### config.mk
export PLATFORM = sky130hd
export DESIGN_NAME = section_address_translator_top
export DESIGN_NICKNAME = d
export VERILOG_FILES = /design/src/rtl/core/sat_pkg.sv /design/src/rtl/core/sat_table.sv /design/src/rtl/core/sat_search.sv /design/src/rtl/core/section_address_translator_top.sv
export SDC_FILE = /design/constraint.sdc
export NUM_CORES = 2
export LEC_CHECK = 0
export BUFFER_PORTS_ARGS = -buffer_cell sky130_fd_sc_hd__buf_2
export CORE_MARGIN = 2
export CORE_UTILIZATION = 45
export CTS_CLUSTER_DIAMETER = 120
export DETAILED_ROUTE_END_ITERATION = 10
export PLACE_DENSITY = 0.61
export SYNTH_ARGS = -nofsm -noshare
export SYNTH_HDL_FRONTEND = slang
export SYNTH_SLANG_ARGS = --single-unit
### constraint.sdc
create_clock -name clk -period 14.7 [get_ports clk]
set_input_delay 2.205 -clock clk [delete_from_list [all_inputs] [get_ports clk]]
set_output_delay 2.205 -clock clk [all_outputs]
set_load 0.05 [all_outputs]
### src/rtl/core/sat_pkg.sv
// Shared types, constants and codes for the section address translator.
package sat_pkg;

    localparam int MAX_SECTIONS = 16;
    localparam int IDX_W        = (MAX_SECTIONS > 1) ? $clog2(MAX_SECTIONS) : 1;
    localparam int CNT_W        = $clog2(MAX_SECTIONS + 1);

    localparam int ADDR_W       = 32;
    localparam int ENTRY_IDX_W  = 4;
    localparam int COUNT_W      = 5;
    localparam int CMD_W        = 2;
    localparam int STATUS_W     = 2;
    localparam int CFG_IDX_W    = 2;

    // input commands
    localparam logic [CMD_W-1:0] CMD_WRITE   = 2'd0;
    localparam logic [CMD_W-1:0] CMD_TO_FILE = 2'd1;
    localparam logic [CMD_W-1:0] CMD_TO_MEM  = 2'd2;
    localparam logic [CMD_W-1:0] CMD_NONE    = 2'd3;

    // result status
    localparam logic [STATUS_W-1:0] ST_PASS  = 2'd0;
    localparam logic [STATUS_W-1:0] ST_FOUND = 2'd1;
    localparam logic [STATUS_W-1:0] ST_MISS  = 2'd2;

    // configuration register indexes
    localparam logic [CFG_IDX_W-1:0] REG_HEADER_SIZE  = 2'd0;
    localparam logic [CFG_IDX_W-1:0] REG_FILE_ALIGN   = 2'd1;
    localparam logic [CFG_IDX_W-1:0] REG_SECT_ALIGN   = 2'd2;
    localparam logic [CFG_IDX_W-1:0] REG_SECT_COUNT   = 2'd3;

    localparam logic [ADDR_W-1:0] FILE_ALIGN_RESET = 32'd512;
    localparam logic [ADDR_W-1:0] SECT_ALIGN_RESET = 32'd4096;

    typedef logic [IDX_W-1:0] idx_t;

    typedef struct packed {
        logic [ADDR_W-1:0] virtual_base;
        logic [ADDR_W-1:0] virtual_size;
        logic [ADDR_W-1:0] raw_base;
        logic [ADDR_W-1:0] raw_size;
    } entry_t;

    typedef struct packed {
        logic   we;
        idx_t   waddr;
        entry_t wdata;
        idx_t   raddr;
    } mem_req_t;

    typedef struct packed {
        logic [ADDR_W-1:0]  header_size;
        logic [ADDR_W-1:0]  file_alignment;
        logic [ADDR_W-1:0]  section_alignment;
        logic [COUNT_W-1:0] section_count;
    } cfg_t;

endpackage

### src/rtl/core/sat_table.sv
// Section descriptor table: one write port, one registered read port.
module sat_table
    import sat_pkg::*;
(
    input  logic     clk,
    input  mem_req_t req,
    output entry_t   rdata
);

    entry_t mem [MAX_SECTIONS];

    always_ff @(posedge clk)
    begin
        if (req.we)
        begin
            mem[req.waddr] <= req.wdata;
        end
        rdata <= mem[req.raddr];
    end

endmodule

### src/rtl/core/sat_search.sv
// Command sequencer: table writes, first-match section search, result register.
module sat_search
    import sat_pkg::*;
(
    input  logic                   clk,
    input  logic                   rst_n,
    input  cfg_t                   cfg,
    input  logic                   in_valid,
    output logic                   in_ready,
    input  logic [CMD_W-1:0]       in_cmd,
    input  logic [ENTRY_IDX_W-1:0] in_idx,
    input  entry_t                 in_entry,
    input  logic [ADDR_W-1:0]      in_query,
    output mem_req_t               mem_req,
    input  entry_t                 mem_rdata,
    output logic                   out_valid,
    input  logic                   out_ready,
    output logic [ADDR_W-1:0]      out_addr,
    output logic [STATUS_W-1:0]    out_status
);

    typedef enum logic [1:0] {IDLE, SEARCH, FLUSH} state_t;

    state_t              state_reg, state_next;
    logic [ADDR_W-1:0]   addr_reg, addr_next;
    logic                to_file_reg, to_file_next;
    logic [CNT_W-1:0]    limit_reg, limit_next;
    idx_t                cur_reg, cur_next;
    logic [ADDR_W-1:0]   res_addr_reg, res_addr_next;
    logic [STATUS_W-1:0] res_st_reg, res_st_next;
    logic                out_valid_reg, out_valid_next;
    logic [ADDR_W-1:0]   out_addr_reg, out_addr_next;
    logic [STATUS_W-1:0] out_st_reg, out_st_next;

    logic                accept;
    logic                passthru;
    logic [CNT_W-1:0]    limit;
    logic [CNT_W-1:0]    cur_plus;
    logic [ADDR_W-1:0]   from_base;
    logic [ADDR_W-1:0]   from_size;
    logic [ADDR_W-1:0]   to_base;
    logic [ADDR_W:0]     range_end;
    logic                hit;
    logic [ADDR_W-1:0]   xlat;

    assign in_ready = (state_reg == IDLE);
    assign accept   = in_valid && in_ready;
    assign passthru = (in_query < cfg.header_size) ||
                      (cfg.file_alignment == cfg.section_alignment);
    assign limit    = (32'(cfg.section_count) > 32'(MAX_SECTIONS)) ?
                      CNT_W'(MAX_SECTIONS) : CNT_W'(cfg.section_count);
    assign cur_plus = CNT_W'(cur_reg) + CNT_W'(1);

    // entry cur_reg is on the read port during SEARCH
    assign from_base = to_file_reg ? mem_rdata.virtual_base : mem_rdata.raw_base;
    assign from_size = to_file_reg ? mem_rdata.virtual_size : mem_rdata.raw_size;
    assign to_base   = to_file_reg ? mem_rdata.raw_base : mem_rdata.virtual_base;
    assign range_end = {1'b0, from_base} + {1'b0, from_size};
    assign hit       = (addr_reg >= from_base) && ({1'b0, addr_reg} < range_end);
    assign xlat      = to_base + (addr_reg - from_base);

    // writes happen only in IDLE, so a search never sees a write in flight
    always_comb
    begin
        mem_req.we    = accept && (in_cmd == CMD_WRITE) &&
                        (32'(in_idx) < 32'(MAX_SECTIONS));
        mem_req.waddr = IDX_W'(in_idx);
        mem_req.wdata = in_entry;
        mem_req.raddr = (state_reg == SEARCH) ? IDX_W'(cur_plus) : '0;
    end

    always_comb
    begin
        state_next     = state_reg;
        addr_next      = addr_reg;
        to_file_next   = to_file_reg;
        limit_next     = limit_reg;
        cur_next       = cur_reg;
        res_addr_next  = res_addr_reg;
        res_st_next    = res_st_reg;
        out_valid_next = out_valid_reg && !out_ready;
        out_addr_next  = out_addr_reg;
        out_st_next    = out_st_reg;

        case (state_reg)
            IDLE:
            begin
                if (accept && (in_cmd inside {CMD_TO_FILE, CMD_TO_MEM}))
                begin
                    addr_next    = in_query;
                    to_file_next = (in_cmd == CMD_TO_FILE);
                    limit_next   = limit;
                    cur_next     = '0;
                    if (passthru)
                    begin
                        res_addr_next = in_query;
                        res_st_next   = ST_PASS;
                        state_next    = FLUSH;
                    end
                    else if (limit == '0)
                    begin
                        res_addr_next = '0;
                        res_st_next   = ST_MISS;
                        state_next    = FLUSH;
                    end
                    else
                    begin
                        state_next = SEARCH;
                    end
                end
            end
            SEARCH:
            begin
                if (hit)
                begin
                    res_addr_next = xlat;
                    res_st_next   = ST_FOUND;
                    state_next    = FLUSH;
                end
                else if (cur_plus == limit_reg)
                begin
                    res_addr_next = '0;
                    res_st_next   = ST_MISS;
                    state_next    = FLUSH;
                end
                else
                begin
                    cur_next = IDX_W'(cur_plus);
                end
            end
            FLUSH:
            begin
                if (!out_valid_reg || out_ready)
                begin
                    out_valid_next = 1'b1;
                    out_addr_next  = res_addr_reg;
                    out_st_next    = res_st_reg;
                    state_next     = IDLE;
                end
            end
            default:
            begin
                state_next = IDLE;
            end
        endcase
    end

    always_ff @(posedge clk or negedge rst_n)
    begin
        if (!rst_n)
        begin
            state_reg     <= IDLE;
            addr_reg      <= '0;
            to_file_reg   <= 1'b0;
            limit_reg     <= '0;
            cur_reg       <= '0;
            res_addr_reg  <= '0;
            res_st_reg    <= ST_PASS;
            out_valid_reg <= 1'b0;
            out_addr_reg  <= '0;
            out_st_reg    <= ST_PASS;
        end
        else
        begin
            state_reg     <= state_next;
            addr_reg      <= addr_next;
            to_file_reg   <= to_file_next;
            limit_reg     <= limit_next;
            cur_reg       <= cur_next;
            res_addr_reg  <= res_addr_next;
            res_st_reg    <= res_st_next;
            out_valid_reg <= out_valid_next;
            out_addr_reg  <= out_addr_next;
            out_st_reg    <= out_st_next;
        end
    end

    assign out_valid  = out_valid_reg;
    assign out_addr   = out_addr_reg;
    assign out_status = out_st_reg;

endmodule

### src/rtl/core/section_address_translator_top.sv
// A table write is stored when accepted; a pass-through result, or a miss with a count of 0,
// goes from IDLE through FLUSH to the output register; a search checks entries from 0 upward,
// stops at the first hit or after the last counted entry, then passes FLUSH. Throughput: one item
// at a time, the table's single read port checking one section descriptor per cycle in SEARCH.
// Reset: configuration returns to header 0, alignments 512/4096, count 0; table contents stay
// undefined until written, with no clearing pass.
module section_address_translator_top
    import sat_pkg::*;
(
    input  logic                   clk,
    input  logic                   rst_n,
    input  logic                   cfg_we,
    input  logic [CFG_IDX_W-1:0]   cfg_index,
    input  logic [ADDR_W-1:0]      cfg_data,
    input  logic                   s_tvalid,
    output logic                   s_tready,
    // [3:0] entry_index, [35:4] entry_virtual_base, [67:36] entry_virtual_size,
    // [99:68] entry_raw_base, [131:100] entry_raw_size, [163:132] query_address, rest zero
    input  logic [167:0]           s_tdata,
    // [1:0] command
    input  logic [CMD_W-1:0]       s_tuser,
    output logic                   m_tvalid,
    input  logic                   m_tready,
    // [31:0] translated_address
    output logic [ADDR_W-1:0]      m_tdata,
    // [1:0] status
    output logic [STATUS_W-1:0]    m_tuser
);

    cfg_t     cfg_reg;
    mem_req_t mem_req;
    entry_t   mem_rdata;
    entry_t   in_entry;

    always_ff @(posedge clk or negedge rst_n)
    begin
        if (!rst_n)
        begin
            cfg_reg.header_size       <= '0;
            cfg_reg.file_alignment    <= FILE_ALIGN_RESET;
            cfg_reg.section_alignment <= SECT_ALIGN_RESET;
            cfg_reg.section_count     <= '0;
        end
        else if (cfg_we)
        begin
            case (cfg_index)
                REG_HEADER_SIZE: cfg_reg.header_size       <= cfg_data;
                REG_FILE_ALIGN:  cfg_reg.file_alignment    <= cfg_data;
                REG_SECT_ALIGN:  cfg_reg.section_alignment <= cfg_data;
                REG_SECT_COUNT:  cfg_reg.section_count     <= cfg_data[COUNT_W-1:0];
                default:         cfg_reg.header_size       <= cfg_reg.header_size;
            endcase
        end
    end

    assign in_entry.virtual_base = s_tdata[35:4];
    assign in_entry.virtual_size = s_tdata[67:36];
    assign in_entry.raw_base     = s_tdata[99:68];
    assign in_entry.raw_size     = s_tdata[131:100];

    sat_search u_search (
        .clk        (clk),
        .rst_n      (rst_n),
        .cfg        (cfg_reg),
        .in_valid   (s_tvalid),
        .in_ready   (s_tready),
        .in_cmd     (s_tuser),
        .in_idx     (s_tdata[3:0]),
        .in_entry   (in_entry),
        .in_query   (s_tdata[163:132]),
        .mem_req    (mem_req),
        .mem_rdata  (mem_rdata),
        .out_valid  (m_tvalid),
        .out_ready  (m_tready),
        .out_addr   (m_tdata),
        .out_status (m_tuser)
    );

    sat_table u_table (
        .clk   (clk),
        .req   (mem_req),
        .rdata (mem_rdata)
    );

endmodule

==> implementation parameters <==
Parameter                              Value

Synth
  Number of nets in the synthesized netlist    7617
  Number of distinct library cells after synthesis    70
  Yosys warning count    0
  Leading post-synthesis cells by instance count    2048 x edfxtp_1, 1411 x nand2_1, 396 x clkbuf_1
  Post-Synthesis Cells    7215
  Area share of the largest cell type after synthesis    62.12%
  Post-synth EDFFs    2048
  Area contributors post-synth    edfxtp_1 62%, dfrtp_1 5.4%, nand2_1 5.4%
  Netlist area before placement    0.09899 mm²
  Cell taking the most area after synthesis    edfxtp_1
  Proportion of synthesized chip area in sequential cells    70.13%
  Flops & latches, synth    2390
  Proportion of synthesized flip-flops having asynchronous set or reset    8.954%
  Library cell with the highest instance count after synthesis    edfxtp_1
  Synthesized area per cell    13.72 µm²
  Most used flip-flop cell after synthesis    edfxtp_1

Clock tree
  CTS tree    built
  Setup bufs post-CTS    0
  CTS Hold Bufs    0
  CTS buffer count    234
  Max Buffers Root-to-Sink    3
  Number of gates resized after cts    0
  Count of clock tree sinks    2390
  Clock transition at the register clock pins on the worst setup and hold paths after CTS    0.06 ns
  Buffer cell driving the clock tree root    clkbuf_16
  CTS H-tree depth    4
  Insertion delay of the later-clocked pin in the worst-skew pair    0.89 ns

Finish
  Signed area change from the synthesized netlist to the final layout    12.05%
  Area of all placed cells without fillers    0.1109 mm²
  Number of nets in the finished design    7754
  Max FFs per register    2048
  Share of final-layout standard cells stronger than drive strength 1    11.79%

Critical path
  CP Capture Type    flip-flop
  Number of buffer and inverter instances along the worst setup path    2
  Crit path kind    flip-flop to flip-flop
  Slowest stage cell, crit path    dfrtp_4
  WP data required    15.47 ns
  Crit path max fanout    52
  Slowest Stage Delay on Critical Path    0.94 ns
  Most Frequent Cell on Critical Path    a21oi_1
  Worst path top cell family by delay    compound AO/OA/AOI/OAI gates
  CP Launch Type    flip-flop
  Crit path arrival time    8.67 ns
  Cell-by-cell listing of the critical path    buf_4 -> mux2_2 -> ha_1 -> fa_1 -> a211o_1 -> a2111oi_4 -> o21bai_2 -> a21oi_4 -> nor4b_1 -> a211o_1 -> a21oi_1 -> o21bai_1 -> xnor2_1 -> ha_1 -> a21o_1 -> a21oi_1 -> o221ai_1 -> a21oi_1 -> o21ai_1 -> a21oi_2 -> nor3_4 -> nor3_4 -> buf_4 -> mux2_2

Pwr
  Worst vdd rail ir drop    0.1798 mV
  Ratio of total power to cell area    189.2 mW/mm²
  Pleak    38.45 nW

Route
  Wire length on met2    126600 µm
  Wirelength per Cell    26.22 µm
  Detailed-router iteration count before antenna repair    6
  Top routing layer in use    met5
  DRC errors left    0
  Routed length on met3    19860 µm
  Starting DRC count in detailed routing    5408
  Number of nets still failing antenna checks after routing    0
  Vias/cell    5.812
  Met1 WL    120500 µm
  Wire length after detailed routing    274100 µm
  Via count    60750

Floorplan
  Die boundary width    473.0 µm
  Initial cell density of the core    45.19%
  I/O pin count    245
  Die Span Y    473.0 µm
  Total Die Area    0.2238 mm²
  Core region area    0.2191 mm²
  Standard-cell rows    172

Timing
  Tcrit/Tclk final    53.73%
  Final setup skew    0.04411 ns
  Setup-failing EPs final    0
  Relative slew slack    19.88%
  Worst Tran Pin Value    1.202 ns
  Highest achievable clock rate    126.6 MHz
  Min cycle time layout    7.899 ns
  Setup repair after global routing missed its margin    false
  Number of pins with negative max-slew slack in the final report    0
  Final hold violation count    0
  Accumulated negative setup slack    0 ns

Global route
  Antenna violations before repair    59
  Number of global-route vias before repair    57810
  First-pass GRT wire length    396800 µm
  Maximum number of pins on one net before global-route repair    139
  Global-route usage over all layers    24.04%
  Remaining global-route overflow    0

Outcome
  Status    finished clean

Placed design
  Instance area after placement    0.1033 mm²
  Buffers added on ports    240
  RePlAce Congestion    0.9034
  Half-perimeter wire length after detailed placement    150400 µm

Flow run
  Number of max-capacitance violations reported    0

Worst hold path
  Classification of the worst-slack hold path    flip-flop to flip-flop
## worst paths after layout
path | slack [ns] | start | endpoint | cells after the start
worst max register to register | 6.80 | u_search.to_file_reg | u_search.res_addr_reg[1] | 24
worst min register to register | 0.50 | u_search.out_addr[28] | u_search.out_addr[28] | 1
min in group asynchronous | 1.40 | rst_n | cfg_reg[43] | 1
worst max-delay path | 6.80 | u_search.to_file_reg | u_search.res_addr_reg[1] | 24
max in group asynchronous | 11.52 | rst_n | u_search.cur_reg[0] | 2
worst min-delay path | 0.50 | u_search.out_addr[28] | u_search.out_addr[28] | 1
## metal layers
layer | up-vias | GRT usage, %
met5 | - | 0
met4 | 44 | 7.229
met3 | 407 | 4.422
met2 | 2161 | 37.54
met1 | 30720 | 34.31
li1 | 27420 | -
## worst register-to-register path, delay by kind of cell, from the launching register on
family,cells,cell delay (ns)
simple gates,3,0.38
fa+ha+maj,3,1.01
xor+xnor,1,0.18
buf+inv,2,1.35
compound gates,13,3.00
flops,1,0.94
mux,2,0.95
## cells by family after synthesis
group | Yosys count | share of synthesized area, %
DFF | 2390 | 70.13
and+or+nand+nor | 2119 | 9.353
AOI/OAI and AO/OA | 1268 | 9.210
buffers and inverters | 663 | 2.539
muxes | 493 | 5.310
adders and majority gates | 193 | 2.674
xor gates and xnor gates | 89 | 0.7874
## stage by stage
stage               utilization (%)  std cells  worst slack [ns]  hold WS (ns)  power (mW)
finish                        50.63      10450             6.801        0.5014       20.99
global route                  50.61      10440             6.498        0.5194       22.04
CTS                           50.60      10430             6.856        0.5055       21.02
detailed placement            47.16       9987             6.874        0.4925       15.19
global placement              47.16       9987             6.905        0.4823       15.15
floorplan                         -       7215             2.403        0.4583       13.14
## area by class of cell
cell class | instances | area [µm²]
Multi-Input combinational cell | 4162 | 27240
Fill cell | 18370 | 108200
Inverter | 212 | 795.8
Tap cell | 2871 | 3592
Timing Repair Buffer | 352 | 2277
Sequential cell | 2390 | 69430
Clock buffer | 326 | 6467
Clock inverter | 117 | 1069
Antenna cell | 22 | 55.05
## layout by cell type, fill, tap and decap left out, types with 12 or more instances in the layout
cell       Yosys  layout
mux2_2       145     145
mux2i_1      320     320
nand2b_1      15      14
nor2b_1      263     262
buf_4          0      94
nand3_1      281     281
dfrtp_1      212     210
xnor2_1       63      63
dfxtp_1      128     128
xor2_1        26      26
o21ai_0      111     111
buf_2          2     239
fa_1          31      31
clkbuf_8       0      16
mux2_4        28      28
a31oi_1      130     130
nand2_1     1411    1409
nand4_1       23      23
inv_1        212     212
buf_12         0      18
clkinv_2       0      36
ha_1         162     161
a211oi_1     266     266
edfxtp_1    2048    2048
o22ai_1       22      22
a21oi_1      216     216
nor3_1        22      18
bufinv_16      0      12
a311oi_1     385     385
diode_2        0      22
clkinv_1       0      51
a21o_1        47      47
clkbuf_16      0     239
nor2_4         0      14
clkbuf_1     396      71
nor2_1        60      46
o21a_1        15      15
## where the power goes
group | switching [mW] | leakage (nW) | internal, mW
Sequential | 0.379 | 22.1 | 7.73
Clock | 2.55 | 3.66 | 3.28
Combinational | 4.38 | 12.6 | 2.67
Total | 7.30 | 38.5 | 13.7
(Power assumes the default switching activity.)
